File: config.mk
export PLATFORM = sky130hd
export DESIGN_NAME = motor_test_phase_sequencer
export DESIGN_NICKNAME = d
export VERILOG_FILES = /design/src/hw/rtl/mtps_pkg.sv /design/src/hw/rtl/motor_test_phase_sequencer.sv
export SDC_FILE = /design/constraint.sdc
export NUM_CORES = 1
export LEC_CHECK = 0
export ABC_AREA = 1
export ABC_CLOCK_PERIOD_IN_PS = 10200
export BUFFER_PORTS_ARGS = -buffer_cell sky130_fd_sc_hd__buf_2
export CAP_MARGIN = 20
export CORE_MARGIN = 5
export CORE_UTILIZATION = 35
export CTS_CLUSTER_DIAMETER = 120
export CTS_CLUSTER_SIZE = 28
export DETAILED_ROUTE_END_ITERATION = 6
export PLACE_DENSITY = 0.62
export RECOVER_POWER = 100
export REMOVE_ABC_BUFFERS = 1
export SYNTH_ARGS = -nofsm -noshare
export SYNTH_HDL_FRONTEND = slang
export SYNTH_SLANG_ARGS = --single-unit
File: constraint.sdc
create_clock -name clock -period 10.2 [get_ports clock]
set_clock_uncertainty 0.2 [all_clocks]
set_input_delay 1.53 -clock clock [delete_from_list [all_inputs] [get_ports clock]]
set_output_delay 1.53 -clock clock [all_outputs]
set_load 0.05 [all_outputs]
File: src/hw/rtl/mtps_pkg.sv
// Shared types, constants and helper functions for the motor test phase sequencer.
package mtps_pkg;

   localparam int TIME_WIDTH = 32;
   localparam int DUTY_WIDTH = 16;
   localparam int MS_WIDTH   = 16;
   localparam int CSR_INDEX_WIDTH = 3;
   localparam int CSR_DATA_WIDTH  = 16;

   typedef logic [TIME_WIDTH-1:0]        time_type;
   typedef logic signed [DUTY_WIDTH-1:0] duty_type;
   typedef logic [MS_WIDTH-1:0]          ms_type;
   typedef logic [CSR_INDEX_WIDTH-1:0]   csr_index_type;
   typedef logic [CSR_DATA_WIDTH-1:0]    csr_data_type;

   typedef enum logic [2:0] {
      PH_IDLE   = 3'd0,
      PH_LEFT   = 3'd1,
      PH_COAST1 = 3'd2,
      PH_RIGHT  = 3'd3,
      PH_COAST2 = 3'd4,
      PH_SWEEP  = 3'd5
   } phase_type;

   // Register indexes on the csr port
   localparam csr_index_type CSR_DRIVE_TIME    = 3'd0;
   localparam csr_index_type CSR_COAST_TIME    = 3'd1;
   localparam csr_index_type CSR_SWEEP_TIME    = 3'd2;
   localparam csr_index_type CSR_PULSE_TIME    = 3'd3;
   localparam csr_index_type CSR_LEFT_REVERSE  = 3'd4;
   localparam csr_index_type CSR_RIGHT_REVERSE = 3'd5;
   localparam csr_index_type CSR_SWEEP_REVERSE = 3'd6;

   localparam ms_type DRIVE_TIME_RESET = 16'd2000;
   localparam ms_type COAST_TIME_RESET = 16'd1000;
   localparam ms_type SWEEP_TIME_RESET = 16'd3000;
   localparam ms_type PULSE_TIME_RESET = 16'd0;

   localparam duty_type DUTY_MAX  = {1'b0, {(DUTY_WIDTH-1){1'b1}}};
   localparam duty_type DUTY_MIN  = {1'b1, {(DUTY_WIDTH-1){1'b0}}};
   localparam duty_type DUTY_ZERO = '0;

   // Negate when reversed; the most negative value saturates to full forward.
   function automatic duty_type apply_dir(duty_type v, logic rev);
      duty_type r;
      if (!rev) begin
         r = v;
      end else if (v == DUTY_MIN) begin
         r = DUTY_MAX;
      end else begin
         r = -v;
      end
      return r;
   endfunction

   // Deadline wraps at the time width.
   function automatic time_type deadline_after(time_type now, ms_type dur);
      return now + time_type'(dur);
   endfunction

endpackage

File: src/hw/rtl/motor_test_phase_sequencer.sv
// Top level of the motor test phase sequencer: tick register, phase update, result register.
//
// One control tick word in, one result word out. The block accepts a tick word
// in every cycle when the result side keeps up; a word lands in the tick register,
// the phase and pulse update runs in one pass of compares and adds against the
// held state, and the result register shows the outcome. The tick register and
// the result register each hold one word, so a stalled result side backs up by at
// most two words before req_ready drops. A sequence request while idle starts the
// diagnostic run: left wheel full speed, braked coast, right wheel, braked coast,
// sweep motor, idle; rsp_sequence_finished marks the tick the run ends so the host
// can drop its request. While idle a pulse request drives the manual duties until
// the pulse deadline and then brakes; otherwise the duties pass straight through.
// Deadlines are now plus the duration, wrapped at the time width, and are compared
// with no wrap handling. Write the csr registers only while no tick is in flight;
// csr_ready is always high.
module motor_test_phase_sequencer (
   input  logic                     clock,
   input  logic                     reset,
   // tick input
   input  logic                     req_valid,
   output logic                     req_ready,
   input  mtps_pkg::time_type       req_now_ms,
   input  logic                     req_sequence_request,
   input  logic                     req_pulse_request,
   input  mtps_pkg::duty_type       req_duty_left,
   input  mtps_pkg::duty_type       req_duty_right,
   input  mtps_pkg::duty_type       req_duty_sweep,
   // result output
   output logic                     rsp_valid,
   input  logic                     rsp_ready,
   output logic [2:0]               rsp_phase,
   output logic                     rsp_pulsing,
   output mtps_pkg::duty_type       rsp_drive_left,
   output mtps_pkg::duty_type       rsp_drive_right,
   output mtps_pkg::duty_type       rsp_drive_sweep,
   output logic                     rsp_braked,
   output logic                     rsp_sequence_finished,
   output logic                     rsp_pulse_finished,
   output logic                     rsp_pulse_started,
   // register writes
   input  logic                     csr_valid,
   output logic                     csr_ready,
   input  mtps_pkg::csr_index_type  csr_index,
   input  mtps_pkg::csr_data_type   csr_data
);

   // configuration registers
   mtps_pkg::ms_type drive_time_ff, coast_time_ff, sweep_time_ff, pulse_time_ff;
   logic             left_rev_ff, right_rev_ff, sweep_rev_ff;

   // tick register
   logic                in_valid_ff;
   mtps_pkg::time_type  in_now_ff;
   logic                in_seq_ff, in_pul_ff;
   mtps_pkg::duty_type  in_left_ff, in_right_ff, in_sweep_ff;

   // sequencer state
   mtps_pkg::phase_type phase_ff, phase_in;
   mtps_pkg::time_type  phase_deadline_ff, phase_deadline_in;
   logic                pulse_active_ff, pulse_active_in;
   mtps_pkg::time_type  pulse_deadline_ff, pulse_deadline_in;
   mtps_pkg::duty_type  left_cmd_ff, left_cmd_in;
   mtps_pkg::duty_type  right_cmd_ff, right_cmd_in;
   mtps_pkg::duty_type  sweep_cmd_ff, sweep_cmd_in;
   logic                brake_ff, brake_in;
   logic                seq_done, pul_done, pul_start;

   logic advance;

   // Move the held tick into the result register when that register frees up.
   assign advance   = in_valid_ff && (!rsp_valid || rsp_ready);
   assign req_ready = !in_valid_ff || advance;
   assign csr_ready = 1'b1;

   always_ff @(posedge clock) begin
      if (reset) begin
         drive_time_ff <= mtps_pkg::DRIVE_TIME_RESET;
         coast_time_ff <= mtps_pkg::COAST_TIME_RESET;
         sweep_time_ff <= mtps_pkg::SWEEP_TIME_RESET;
         pulse_time_ff <= mtps_pkg::PULSE_TIME_RESET;
         left_rev_ff   <= 1'b0;
         right_rev_ff  <= 1'b0;
         sweep_rev_ff  <= 1'b0;
      end else if (csr_valid && csr_ready) begin
         unique case (csr_index)
            mtps_pkg::CSR_DRIVE_TIME:    drive_time_ff <= csr_data;
            mtps_pkg::CSR_COAST_TIME:    coast_time_ff <= csr_data;
            mtps_pkg::CSR_SWEEP_TIME:    sweep_time_ff <= csr_data;
            mtps_pkg::CSR_PULSE_TIME:    pulse_time_ff <= csr_data;
            mtps_pkg::CSR_LEFT_REVERSE:  left_rev_ff   <= csr_data[0];
            mtps_pkg::CSR_RIGHT_REVERSE: right_rev_ff  <= csr_data[0];
            mtps_pkg::CSR_SWEEP_REVERSE: sweep_rev_ff  <= csr_data[0];
            default: ;  // unmapped index: drop the write
         endcase
      end
   end

   // Tick register: load whenever the handshake completes.
   always_ff @(posedge clock) begin
      if (reset) begin
         in_valid_ff <= 1'b0;
      end else if (req_ready) begin
         in_valid_ff <= req_valid;
      end
      if (req_valid && req_ready) begin
         in_now_ff   <= req_now_ms;
         in_seq_ff   <= req_sequence_request;
         in_pul_ff   <= req_pulse_request;
         in_left_ff  <= req_duty_left;
         in_right_ff <= req_duty_right;
         in_sweep_ff <= req_duty_sweep;
      end
   end

   // One tick of the sequencer: start, phase advance, then idle pulse handling.
   always_comb begin
      phase_in          = (phase_ff > mtps_pkg::PH_SWEEP) ? mtps_pkg::PH_IDLE : phase_ff;
      phase_deadline_in = phase_deadline_ff;
      pulse_active_in   = pulse_active_ff;
      pulse_deadline_in = pulse_deadline_ff;
      left_cmd_in       = left_cmd_ff;
      right_cmd_in      = right_cmd_ff;
      sweep_cmd_in      = sweep_cmd_ff;
      brake_in          = brake_ff;
      seq_done          = 1'b0;
      pul_done          = 1'b0;
      pul_start         = 1'b0;

      // start the run from idle
      if (in_seq_ff && phase_in == mtps_pkg::PH_IDLE) begin
         phase_in          = mtps_pkg::PH_LEFT;
         phase_deadline_in = mtps_pkg::deadline_after(in_now_ff, drive_time_ff);
         left_cmd_in       = mtps_pkg::apply_dir(mtps_pkg::DUTY_MAX, left_rev_ff);
         right_cmd_in      = mtps_pkg::DUTY_ZERO;
         sweep_cmd_in      = mtps_pkg::DUTY_ZERO;
         brake_in          = 1'b0;
      end

      // advance when the phase deadline is reached
      if (phase_in != mtps_pkg::PH_IDLE && in_now_ff >= phase_deadline_in) begin
         unique case (phase_in)
            mtps_pkg::PH_LEFT, mtps_pkg::PH_RIGHT: begin
               phase_in = (phase_in == mtps_pkg::PH_LEFT) ? mtps_pkg::PH_COAST1
                                                          : mtps_pkg::PH_COAST2;
               phase_deadline_in = mtps_pkg::deadline_after(in_now_ff, coast_time_ff);
               left_cmd_in  = mtps_pkg::DUTY_ZERO;
               right_cmd_in = mtps_pkg::DUTY_ZERO;
               sweep_cmd_in = mtps_pkg::DUTY_ZERO;
               brake_in     = 1'b1;
            end
            mtps_pkg::PH_COAST1: begin
               phase_in          = mtps_pkg::PH_RIGHT;
               phase_deadline_in = mtps_pkg::deadline_after(in_now_ff, drive_time_ff);
               left_cmd_in       = mtps_pkg::DUTY_ZERO;
               right_cmd_in      = mtps_pkg::apply_dir(mtps_pkg::DUTY_MAX, right_rev_ff);
               sweep_cmd_in      = mtps_pkg::DUTY_ZERO;
               brake_in          = 1'b0;
            end
            mtps_pkg::PH_COAST2: begin
               phase_in          = mtps_pkg::PH_SWEEP;
               phase_deadline_in = mtps_pkg::deadline_after(in_now_ff, sweep_time_ff);
               left_cmd_in       = mtps_pkg::DUTY_ZERO;
               right_cmd_in      = mtps_pkg::DUTY_ZERO;
               sweep_cmd_in      = mtps_pkg::apply_dir(mtps_pkg::DUTY_MAX, sweep_rev_ff);
               brake_in          = 1'b0;
            end
            default: begin
               // end of the sweep: back to idle with a brake
               phase_in     = mtps_pkg::PH_IDLE;
               left_cmd_in  = mtps_pkg::DUTY_ZERO;
               right_cmd_in = mtps_pkg::DUTY_ZERO;
               sweep_cmd_in = mtps_pkg::DUTY_ZERO;
               brake_in     = 1'b1;
               seq_done     = 1'b1;
            end
         endcase
      end

      // idle: pulse handling and pass-through; a running pulse freezes during a run
      if (phase_in == mtps_pkg::PH_IDLE) begin
         if (in_pul_ff && !pulse_active_in) begin
            pulse_active_in   = 1'b1;
            pulse_deadline_in = mtps_pkg::deadline_after(in_now_ff, pulse_time_ff);
            left_cmd_in       = mtps_pkg::apply_dir(in_left_ff, left_rev_ff);
            right_cmd_in      = mtps_pkg::apply_dir(in_right_ff, right_rev_ff);
            sweep_cmd_in      = mtps_pkg::apply_dir(in_sweep_ff, sweep_rev_ff);
            brake_in          = 1'b0;
            pul_start         = 1'b1;
         end
         if (pulse_active_in && in_now_ff >= pulse_deadline_in) begin
            left_cmd_in     = mtps_pkg::DUTY_ZERO;
            right_cmd_in    = mtps_pkg::DUTY_ZERO;
            sweep_cmd_in    = mtps_pkg::DUTY_ZERO;
            brake_in        = 1'b1;
            pulse_active_in = 1'b0;
            pul_done        = 1'b1;
         end
         if (!pulse_active_in && !in_pul_ff) begin
            left_cmd_in  = mtps_pkg::apply_dir(in_left_ff, left_rev_ff);
            right_cmd_in = mtps_pkg::apply_dir(in_right_ff, right_rev_ff);
            sweep_cmd_in = mtps_pkg::apply_dir(in_sweep_ff, sweep_rev_ff);
            brake_in     = 1'b0;
         end
      end
   end

   // Commit state and load the result register on advance.
   always_ff @(posedge clock) begin
      if (reset) begin
         phase_ff          <= mtps_pkg::PH_IDLE;
         phase_deadline_ff <= '0;
         pulse_active_ff   <= 1'b0;
         pulse_deadline_ff <= '0;
         left_cmd_ff       <= mtps_pkg::DUTY_ZERO;
         right_cmd_ff      <= mtps_pkg::DUTY_ZERO;
         sweep_cmd_ff      <= mtps_pkg::DUTY_ZERO;
         brake_ff          <= 1'b0;
         rsp_valid         <= 1'b0;
      end else begin
         if (advance) begin
            phase_ff          <= phase_in;
            phase_deadline_ff <= phase_deadline_in;
            pulse_active_ff   <= pulse_active_in;
            pulse_deadline_ff <= pulse_deadline_in;
            left_cmd_ff       <= left_cmd_in;
            right_cmd_ff      <= right_cmd_in;
            sweep_cmd_ff      <= sweep_cmd_in;
            brake_ff          <= brake_in;
            rsp_valid         <= 1'b1;
         end else if (rsp_ready) begin
            rsp_valid         <= 1'b0;
         end
      end
      if (advance) begin
         rsp_phase             <= phase_in;
         rsp_pulsing           <= pulse_active_in;
         rsp_drive_left        <= left_cmd_in;
         rsp_drive_right       <= right_cmd_in;
         rsp_drive_sweep       <= sweep_cmd_in;
         rsp_braked            <= brake_in;
         rsp_sequence_finished <= seq_done;
         rsp_pulse_finished    <= pul_done;
         rsp_pulse_started     <= pul_start;
      end
   end

endmodule
# ---- Yosys cells after proc, flatten, opt, wreduce, memory -nomap -nowiden
# Cells that the tools add are included.
dict set report totals {
  regBits 324
  word_cells 141
}
dict set report op_classes {
  eq_ne 13
  mux 56
  n_addsub 7
  n_lt_le_gt_ge 3
  reduce_logical 30
}
# cell count
set op_table {}
lappend op_table {{$mux 16} 29}
lappend op_table {{$add 32x16->32} 4}
lappend op_table {{$mux 32} 4}
lappend op_table {{$pmux 32 s3} 1}
lappend op_table {{$ge 32x32->1} 2}
lappend op_table {{$eq 16x16->1 const B} 3}
lappend op_table {{$neg 16->16} 3}
lappend op_table {{$mux 1} 17}
lappend op_table {{$reduce_and 2->1} 8}
lappend op_table {{$eq 3x2->1 const B} 4}
lappend op_table {{$eq 3x3->1 const B} 4}
lappend op_table {{$mux 3} 4}
lappend op_table {{$logic_not 3->1} 3}
lappend op_table {{$pmux 3 s3} 1}
lappend op_table {{$logic_and 1x1->1} 7}
lappend op_table {{$eq 3x1->1 const B} 2}
lappend op_table {{$logic_not 1->1} 5}
lappend op_table {{$reduce_or 2->1} 2}
lappend op_table {{$reduce_or 4->1} 1}
lappend op_table {{$gt 3x3->1 const B} 1}
lappend op_table {{$reduce_bool 3->1} 1}
lappend op_table {{$logic_or 1x1->1} 2}
lappend op_table {{$reduce_bool 2->1} 1}

# ---- Logic depth before layout (Yosys ltp)
# Gate-level depths: netlist of run 1.
dict set report depth {
  depth_word 19
  mapped_depth 35
}

# ---- Worst setup path before layout of run 1
# No wires, ideal clock.
dict set report synth_timing {
  path_kind {register to register}
  from {reg in_now_ff[1]}
  to {reg rsp_braked (data pin)}
  stages_incl_launch_ff 33
  n_path_buf 1
  setup_ps 251
  arrival_time_ps 3963
  setup_slack_ps 5786
  period_less_slack_ps 4414
  cell_sequence {edfxtp_1 inv_1 fa_1 inv_1 nand3_1 nand2_1 a21oi_1 o21ai_0 nand2_1 nand2_1 nand2_1 nor2_1 nand2_1 nand2_1 nand2_1 nand2_1 inv_1 ha_1 nand2_1 o21ai_0 nand2_1 nand2_1 nor2_1 nand2_1 nand2_2 nand2_1 nand2_2 nand3_4 nor2_4 buf_4 inv_1 nand2_1 inv_1}
}
dict set report synth_between {
  elab_chain_len 11
}
# item line_no
set synth_rtl {}
lappend synth_rtl {{start: declaration} motor_test_phase_sequencer.sv:53} ;# mtps_pkg::time_type in_now_ff;
lappend synth_rtl {{start signal: assignment} motor_test_phase_sequencer.sv:106} ;# in_now_ff <= req_now_ms;
lappend synth_rtl {{$add 32x16->32} mtps_pkg.sv:58} ;# return now + time_type'(dur);
lappend synth_rtl {{$mux 32} motor_test_phase_sequencer.sv:181} ;# if (in_pul_ff && !pulse_active_in) begin
lappend synth_rtl {{$mux 32} motor_test_phase_sequencer.sv:180} ;# if (phase_in == mtps_pkg::PH_IDLE) begin
lappend synth_rtl {{$ge 32x32->1} motor_test_phase_sequencer.sv:190} ;# if (pulse_active_in && in_now_ff >= pulse_deadline_in) begin
lappend synth_rtl {{$logic_and 1x1->1} motor_test_phase_sequencer.sv:190}
lappend synth_rtl {{$mux 1} motor_test_phase_sequencer.sv:190}
lappend synth_rtl {{$mux 1} motor_test_phase_sequencer.sv:180}
lappend synth_rtl {{$logic_not 1->1} motor_test_phase_sequencer.sv:198} ;# if (!pulse_active_in && !in_pul_ff) begin
lappend synth_rtl {{$logic_and 1x1->1} motor_test_phase_sequencer.sv:198}
lappend synth_rtl {{$mux 1} motor_test_phase_sequencer.sv:198}
lappend synth_rtl {{$mux 1 *} motor_test_phase_sequencer.sv:180}
lappend synth_rtl {{via brake_in} motor_test_phase_sequencer.sv:65} ;# logic brake_ff, brake_in;
lappend synth_rtl {{end signal: assignment} motor_test_phase_sequencer.sv:240} ;# rsp_braked <= brake_in;
lappend synth_rtl {{end: declaration} motor_test_phase_sequencer.sv:36} ;# output logic rsp_braked,
# The timed path passes the listed nets; every way through them passes the cells marked *. The select of a mux whose other input is x is not followed.
# A chain may end at the register's enable or synchronous reset.

# ---- Worst setup path after layout of run 1
dict set report layout_timing {
  from {reg in_now_ff[16]}
  to {reg phase_deadline_ff[15]}
}
dict set report layout_between {
  elab_chain_len 5
}
# item line_no
set layout_rtl {}
lappend layout_rtl {{$add 32x16->32} mtps_pkg.sv:58}
lappend layout_rtl {{$mux 32} motor_test_phase_sequencer.sv:130} ;# if (in_seq_ff && phase_in == mtps_pkg::PH_IDLE) begin
lappend layout_rtl {{$ge 32x32->1 *} motor_test_phase_sequencer.sv:140} ;# if (phase_in != mtps_pkg::PH_IDLE && in_now_ff >= phase_deadline_in) begin
lappend layout_rtl {{$logic_and 1x1->1 *} motor_test_phase_sequencer.sv:140}
lappend layout_rtl {{$mux 32 *} motor_test_phase_sequencer.sv:140}
lappend layout_rtl {{end signal: assignment} motor_test_phase_sequencer.sv:222} ;# phase_deadline_ff <= phase_deadline_in;
lappend layout_rtl {{end: declaration} motor_test_phase_sequencer.sv:59} ;# mtps_pkg::time_type phase_deadline_ff, phase_deadline_in;
# Every way passes the cells marked *; elsewhere a longest branch is shown, timed or not.

==> results_dict.tcl, run 1 <==
set metrics [dict create \
    reg2regPathDepth 24 \
    drive_above_1_share 0.0578 \
    synth.avg_cell_area_um2 7.17 \
    worst-path-max-fanout 20 \
    ys_types 46 \
    ys_ff_latch 324 \
    cts_tree "done" \
    post-route-period-util 0.754 \
    critPathCaptureType "flop" \
    syn_inst 2818 \
    drtIter0Drc 1469 \
    synthToLayoutAreaGrowth_pct 9.56 \
    worstSkewPairLatency_ps 560 \
    final_cell_mix "704 x nand2_1, 364 x inv_1, 294 x nor2_1" \
    wl_um 60900 \
    antenna_found_initial 1 \
    hold_start "sweep_time_ff[1]" \
    cts_sinks 324 \
    synthArstFlopShare 0 \
    r2r_end "phase_deadline_ff[15]" \
    finalMaxSlewViolations 307 \
    cts_resized 0 \
    power.density_nw_per_um2 149 \
    hold_violations 0 \
    cts_buffer_depth 3 \
    grt.total_usage 0.186 \
    yosysSeqAreaShare 0.389 \
    cts-root-buf "clkbuf_16" \
    post-dp-hpwl_um 43500 \
    synth_edf_count 138 \
    grt_pass1_wl_um 95300 \
    whs_path_depth 2 \
    status "complete, but fails checks" \
    ctsHoldBuffers 0 \
    seq_area_um2 7870 \
    grt_setup_unrepaired "false" \
    h-tree-depth 1 \
    arrival_ps 7850 \
    overflow 0 \
    n_fill_cell 6152 \
    postCtsSetupBuffers 0 \
    synth_area_um2 20200 \
    post-place-ws_ps 3710 \
    synth_ff_type "dfxtp_1" \
    rrSetupSlack_ps 2510 \
    drv_cap 5 \
    min_period_ps 7690 \
    detail_route.vias_per_cell 4.98 \
    tightest_slew_ps 4110 \
    place_congestion 0.925 \
    critPathKind "reg -> reg" \
    ant_nets 0 \
    cts_inserted_buffers 16 \
    design.die.area_um2 62600 \
    grt_max_degree 110 \
    io_pins 165 \
    fp.dieH_um 250 \
    critPathLaunchType "flop" \
    multi_input_area_um2 10500 \
    core_area_um2 57500 \
    layout_setup_ws_ps 2510 \
    relSlewSlack -1.74 \
    layout_commonest_cell "nand2_1" \
    grt_pass1_vias 17100 \
    required_ps 10360 \
    portBuffers 163 \
    holdPathEnd "sweep_time_ff[1]" \
    via_count 18400 \
    max_clock_freq_ghz 0.130 \
    vdd_ir_drop_max_mv 0.0901 \
    total_leakage_power_nw 10.2 \
    top_regs "in_now_ff x32, phase_deadline_ff x32, pulse_deadline_ff x32" \
    drt_pass1_iterations 5 \
    ys_warn_count 0 \
    drc 0 \
    layout.nets 3140 \
    die_w_um 250 \
    violations "max-capacitance violations, max-slew violations" \
    crit_start "in_now_ff[16]" \
    setup_viol 0 \
    r2r_start "in_now_ff[16]" \
    fin_tns_setup_ps 0 \
    hp-class "reg -> reg" \
    cts.clk_slew.worst_paths_ps 120 \
    rows 88 \
    avgRoutedWirePerCell_um 16.5 \
    start_util 0.351 \
]
[cells in the mapped netlist, types with 7 or more instances]
master	number	area [µm²]
nor2_1	294	1100
xor2_1	54	473
dfxtp_1	186	3720
inv_2	7	26.3
clkbuf_1	66	248
xnor2_1	28	245
inv_1	365	1370
a21oi_1	210	1050
ha_1	115	1440
nand4_1	23	144
buf_2	20	100
or2_2	17	106
nand2_1	700	2630
nor3_1	26	130
buf_1	11	41.3
a31oi_1	12	75.1
mux2i_1	19	190
nand3_1	185	926
o21bai_1	7	52.6
o31ai_1	29	218
edfxtp_1	138	4140
o21ai_1	16	80.1
o21ai_0	217	1090
[metrics by stage]
stage	cell area, µm²	total power, mW	std cells	hold WS, ps	util
final	22100	3.29	3692	257	0.385
after global routing	22100	3.48	3692	279	0.385
after CTS	22300	3.32	3690	261	0.387
after detailed placement	21700	2.51	3662	243	0.378
after global placement	21700	2.50	3660	235	0.377
after floorplan	19800	2.21	2715	227	-
[per-layer routing]
metal	up-vias	track usage	wire length, µm
li1	9410	-	-
met1	8360	0.259	28200
met2	517	0.302	27200
met3	92	0.0253	3640
met4	0	0.0549	1900
met5	-	0	0
[critical path, cell delays in order (launching register included)]
cell	delay (ps)
edfxtp_1	790
nand2_1	440
nor2_1	360
inv_1	110
nor2_1	290
inv_1	60
o21ai_0	410
nand3_1	160
nand3_1	120
o21ai_0	130
ha_1	310
nand2_1	50
nor2_1	160
nand4_1	180
nor2_1	180
nand2_1	90
nand2_1	180
nand2_1	370
nor2_1	1210
nor2_1	70
clkbuf_1	580
inv_1	740
nor2_1	120
nor2_1	110
a21oi_1	70
[layout make-up]
class	count	area share
Antenna cell	1	0.000113
Timing Repair Buffer	183	0.0399
Tap cell	765	0.0432
Clock inverter	3	0.00187
Clock buffer	25	0.0225
Inverter	377	0.0641
Sequential cell	324	0.355
Multi-Input combinational cell	2014	0.473
[report_power, final]
part           internal (mW)  switching, mW
Sequential              1.47         0.0661
Clock                  0.351          0.464
Combinational          0.277          0.659
[how the worst max path moves through the flow]
stage / cells past startpoint / slack, ps / endpoint
finish: 24 / 2510 / phase_deadline_ff[15]
detailed placement: 23 / 3710 / phase_deadline_ff[2]
CTS: 26 / 3690 / phase_deadline_ff[2]
floorplan: 20 / 4720 / phase_deadline_ff[2]
global route: 27 / 1780 / phase_deadline_ff[15]
global placement: 27 / 3750 / phase_deadline_ff[15]
[kinds of logic after synthesis]
family,count (synthesis),synth area share
compound gates,524,0.140
xor+xnor,82,0.0356
fa+ha+maj,118,0.0742
buf+inv,480,0.0915
flops,324,0.389
mux,19,0.00941
other cells,1,0.000186
simple gates,1270,0.260
No activity file was read; power rests on OpenSTA's default activity.
==> run 2: changes to the inputs <==
Settings changed: ABC_CLOCK_PERIOD_IN_PS 10200 to 6260, PLACE_DENSITY 0.62 to 0.64.
Clock period 10.2 ns to 6.26 ns, I/O delays scaled along.
==> run 2 against run 1 <==
The flow still finishes with violations (max-capacitance violations, max-slew violations). Count of clock-buffer cells in the layout is 5 lower. Global-route usage up 0.079 points. Flip-flop and latch count is the same. Die area is the same. Register-to-register slack worse by 2000 ps. Setup slack worse by 2000 ps. Fmax increased by 33%. Core utilization increased by 0.27 points. Critical endpoint is now sweep_cmd_ff[14]. Highest routed layer unchanged.
==> results_dict.tcl, run 2 (synthesis gave the netlist of run 1 again) <==
set metrics [dict create \
    ctsHoldBuffers 0 \
    grt.total_usage 0.187 \
    status "complete, but fails checks" \
    ant_nets 0 \
    antenna_cells 0 \
    grt_util_met1 0.262 \
    hold_violations 0 \
    met2_usage 0.310 \
    post-route-period-util 0.923 \
    post-dp-hpwl_um 44100 \
    power_mw 5.32 \
    fin_tns_setup_ps 0 \
    overflow 0 \
    p_int_mw 3.38 \
    setup_viol 0 \
    portBuffers 163 \
    synthToLayoutAreaGrowth_pct 10.3 \
    dp_cells 3688 \
    worst-path-max-fanout 32 \
    critPathKind "reg -> reg" \
    grt_setup_unrepaired "false" \
    critPathLaunchType "flop" \
    whs_path_depth 2 \
    place_congestion 0.936 \
    violations "max-capacitance violations, max-slew violations" \
    drtIter0Drc 1513 \
    crit_path_end "sweep_cmd_ff[14]" \
    wl_um 61100 \
    drv_cap 6 \
    cts_buffer_depth 3 \
    worstSkewPairLatency_ps 550 \
    pwr-share-comb 0.292 \
    avgRoutedWirePerCell_um 16.4 \
    n_fill_cell 6094 \
    hp-class "reg -> reg" \
    max_clock_freq_ghz 0.173 \
    grt_max_degree 105 \
    r2r_end "sweep_cmd_ff[14]" \
    cts_sinks 324 \
    grt_util_met3 0.0198 \
    r2r_start "in_now_ff[0]" \
    seq_area_um2 7870 \
    via_count 18400 \
    layout.nets 3165 \
    design.die.area_um2 62600 \
    rrSetupSlack_ps 480 \
    reg2regPathDepth 27 \
    cts_tree "done" \
    power.density_nw_per_um2 239 \
    drive_above_1_share 0.0685 \
    cts_inserted_buffers 16 \
    required_ps 6540 \
    multi_input_area_um2 10500 \
    min_period_ps 5780 \
    io_pins 165 \
    switching_power_mw 1.94 \
    drt_pass1_iterations 6 \
    drc 0 \
    pwr-share-seq 0.469 \
    grt_pass1_vias 17200 \
    postCtsSetupBuffers 0 \
    detail_route.vias_per_cell 4.96 \
    swShare 0.365 \
    fp.dieH_um 250 \
    tightest_slew_ps 3120 \
    busiest_layer "met2" \
    layout_commonest_cell "nand2_1" \
    start_util 0.351 \
    cts_resized 0 \
    rows 88 \
    clock_power_share 0.238 \
    die_w_um 250 \
    antenna_found_initial 0 \
    h-tree-depth 1 \
    grt_pass1_wl_um 96000 \
    critPathCaptureType "flop" \
    finalMaxSlewViolations 291 \
    arrival_ps 6060 \
    vdd_ir_drop_max_mv 0.200 \
    final_cell_mix "699 x nand2_1, 364 x inv_1, 293 x nor2_1" \
    relSlewSlack -1.08 \
    cts.clk_slew.worst_paths_ps 110 \
    crit_start "in_now_ff[0]" \
    top_regs "in_now_ff x32, phase_deadline_ff x32, pulse_deadline_ff x32" \
    cts-root-buf "clkbuf_16" \
    fin_cells 3715 \
    total_leakage_power_nw 10.3 \
    core_area_um2 57500 \
]
## run 2: cell count changes in the layout (fill, tap and decap cells not counted), sizes merged
cell and delta:
buf +23, clkbuf -3, clkinv +4, clkinvlp -1
diode -1, inv +1
## run 2: layer usage
layer / vias up / part of all wire / wire [µm]
li1: 9445 / - / -
met3: 72 / 0.060 / 3670
met1: 8353 / 0.46 / 28300
met4: 0 / 0.023 / 1410
met2: 552 / 0.45 / 27800
met5: - / 0 / 0
## run 2: stage by stage
stage	utilization	cell area, µm²	setup slack [ps]	hold WS (ps)
floorplan	-	19800	776	227
global placement	0.381	21900	780	237
detailed placement	0.381	21900	541	243
CTS	0.390	22400	486	260
global route	0.388	22300	31.5	277
finish	0.388	22300	483	257
## run 2: critical path: stages (launching register included)
cell      delay, ps
edfxtp_1        470
ha_1            250
fa_1            410
nand3_1         170
nand2_1         110
nand2_1          70
o21ai_0          70
clkbuf_1        180
a21boi_0        310
o21ai_0         180
xor2_1          180
mux2i_1         120
ha_1            330
nand2_1          50
inv_1            60
nand3_1          60
nor3_1          720
nand2_1         110
nand2_1         150
nand2_1         110
nand4_1         230
nand2_1         190
nor2_4          150
clkbuf_4        410
nand2_1         160
nand3_1         120
nand2_1          70
inv_1            50
## run 2: layout make-up
class | count | area share
inverters | 377 | 0.0638
well taps | 765 | 0.0429
multi-input cells | 2014 | 0.471
clock buffers | 20 | 0.0196
clock inverters | 7 | 0.00258
flip-flops and latches | 324 | 0.353
repair buffers | 208 | 0.0474
## run 2: worst min path at each step
stage	start	slack, ps	end
final	pulse_deadline_ff[0]	260	pulse_deadline_ff[0]
after global placement	sweep_time_ff[8]	240	sweep_time_ff[8]
after floorplan	pulse_deadline_ff[0]	230	pulse_deadline_ff[0]
after detailed placement	sweep_time_ff[4]	240	sweep_time_ff[4]
after CTS	pulse_time_ff[13]	260	pulse_time_ff[13]
after global routing	sweep_time_ff[1]	280	sweep_time_ff[1]
## run 2: power groups by stage
| stage | combinational [mW] | sequential (mW) | clock, mW |
|---|---|---|---|
| final | 1.55 | 2.50 | 1.27 |
| after floorplan | 0.948 | 2.65 | 0 |
| after global routing | 1.74 | 2.51 | 1.39 |
| after CTS | 1.57 | 2.49 | 1.31 |
| after detailed placement | 1.56 | 2.54 | 0 |
| after global placement | 1.55 | 2.54 | 0 |
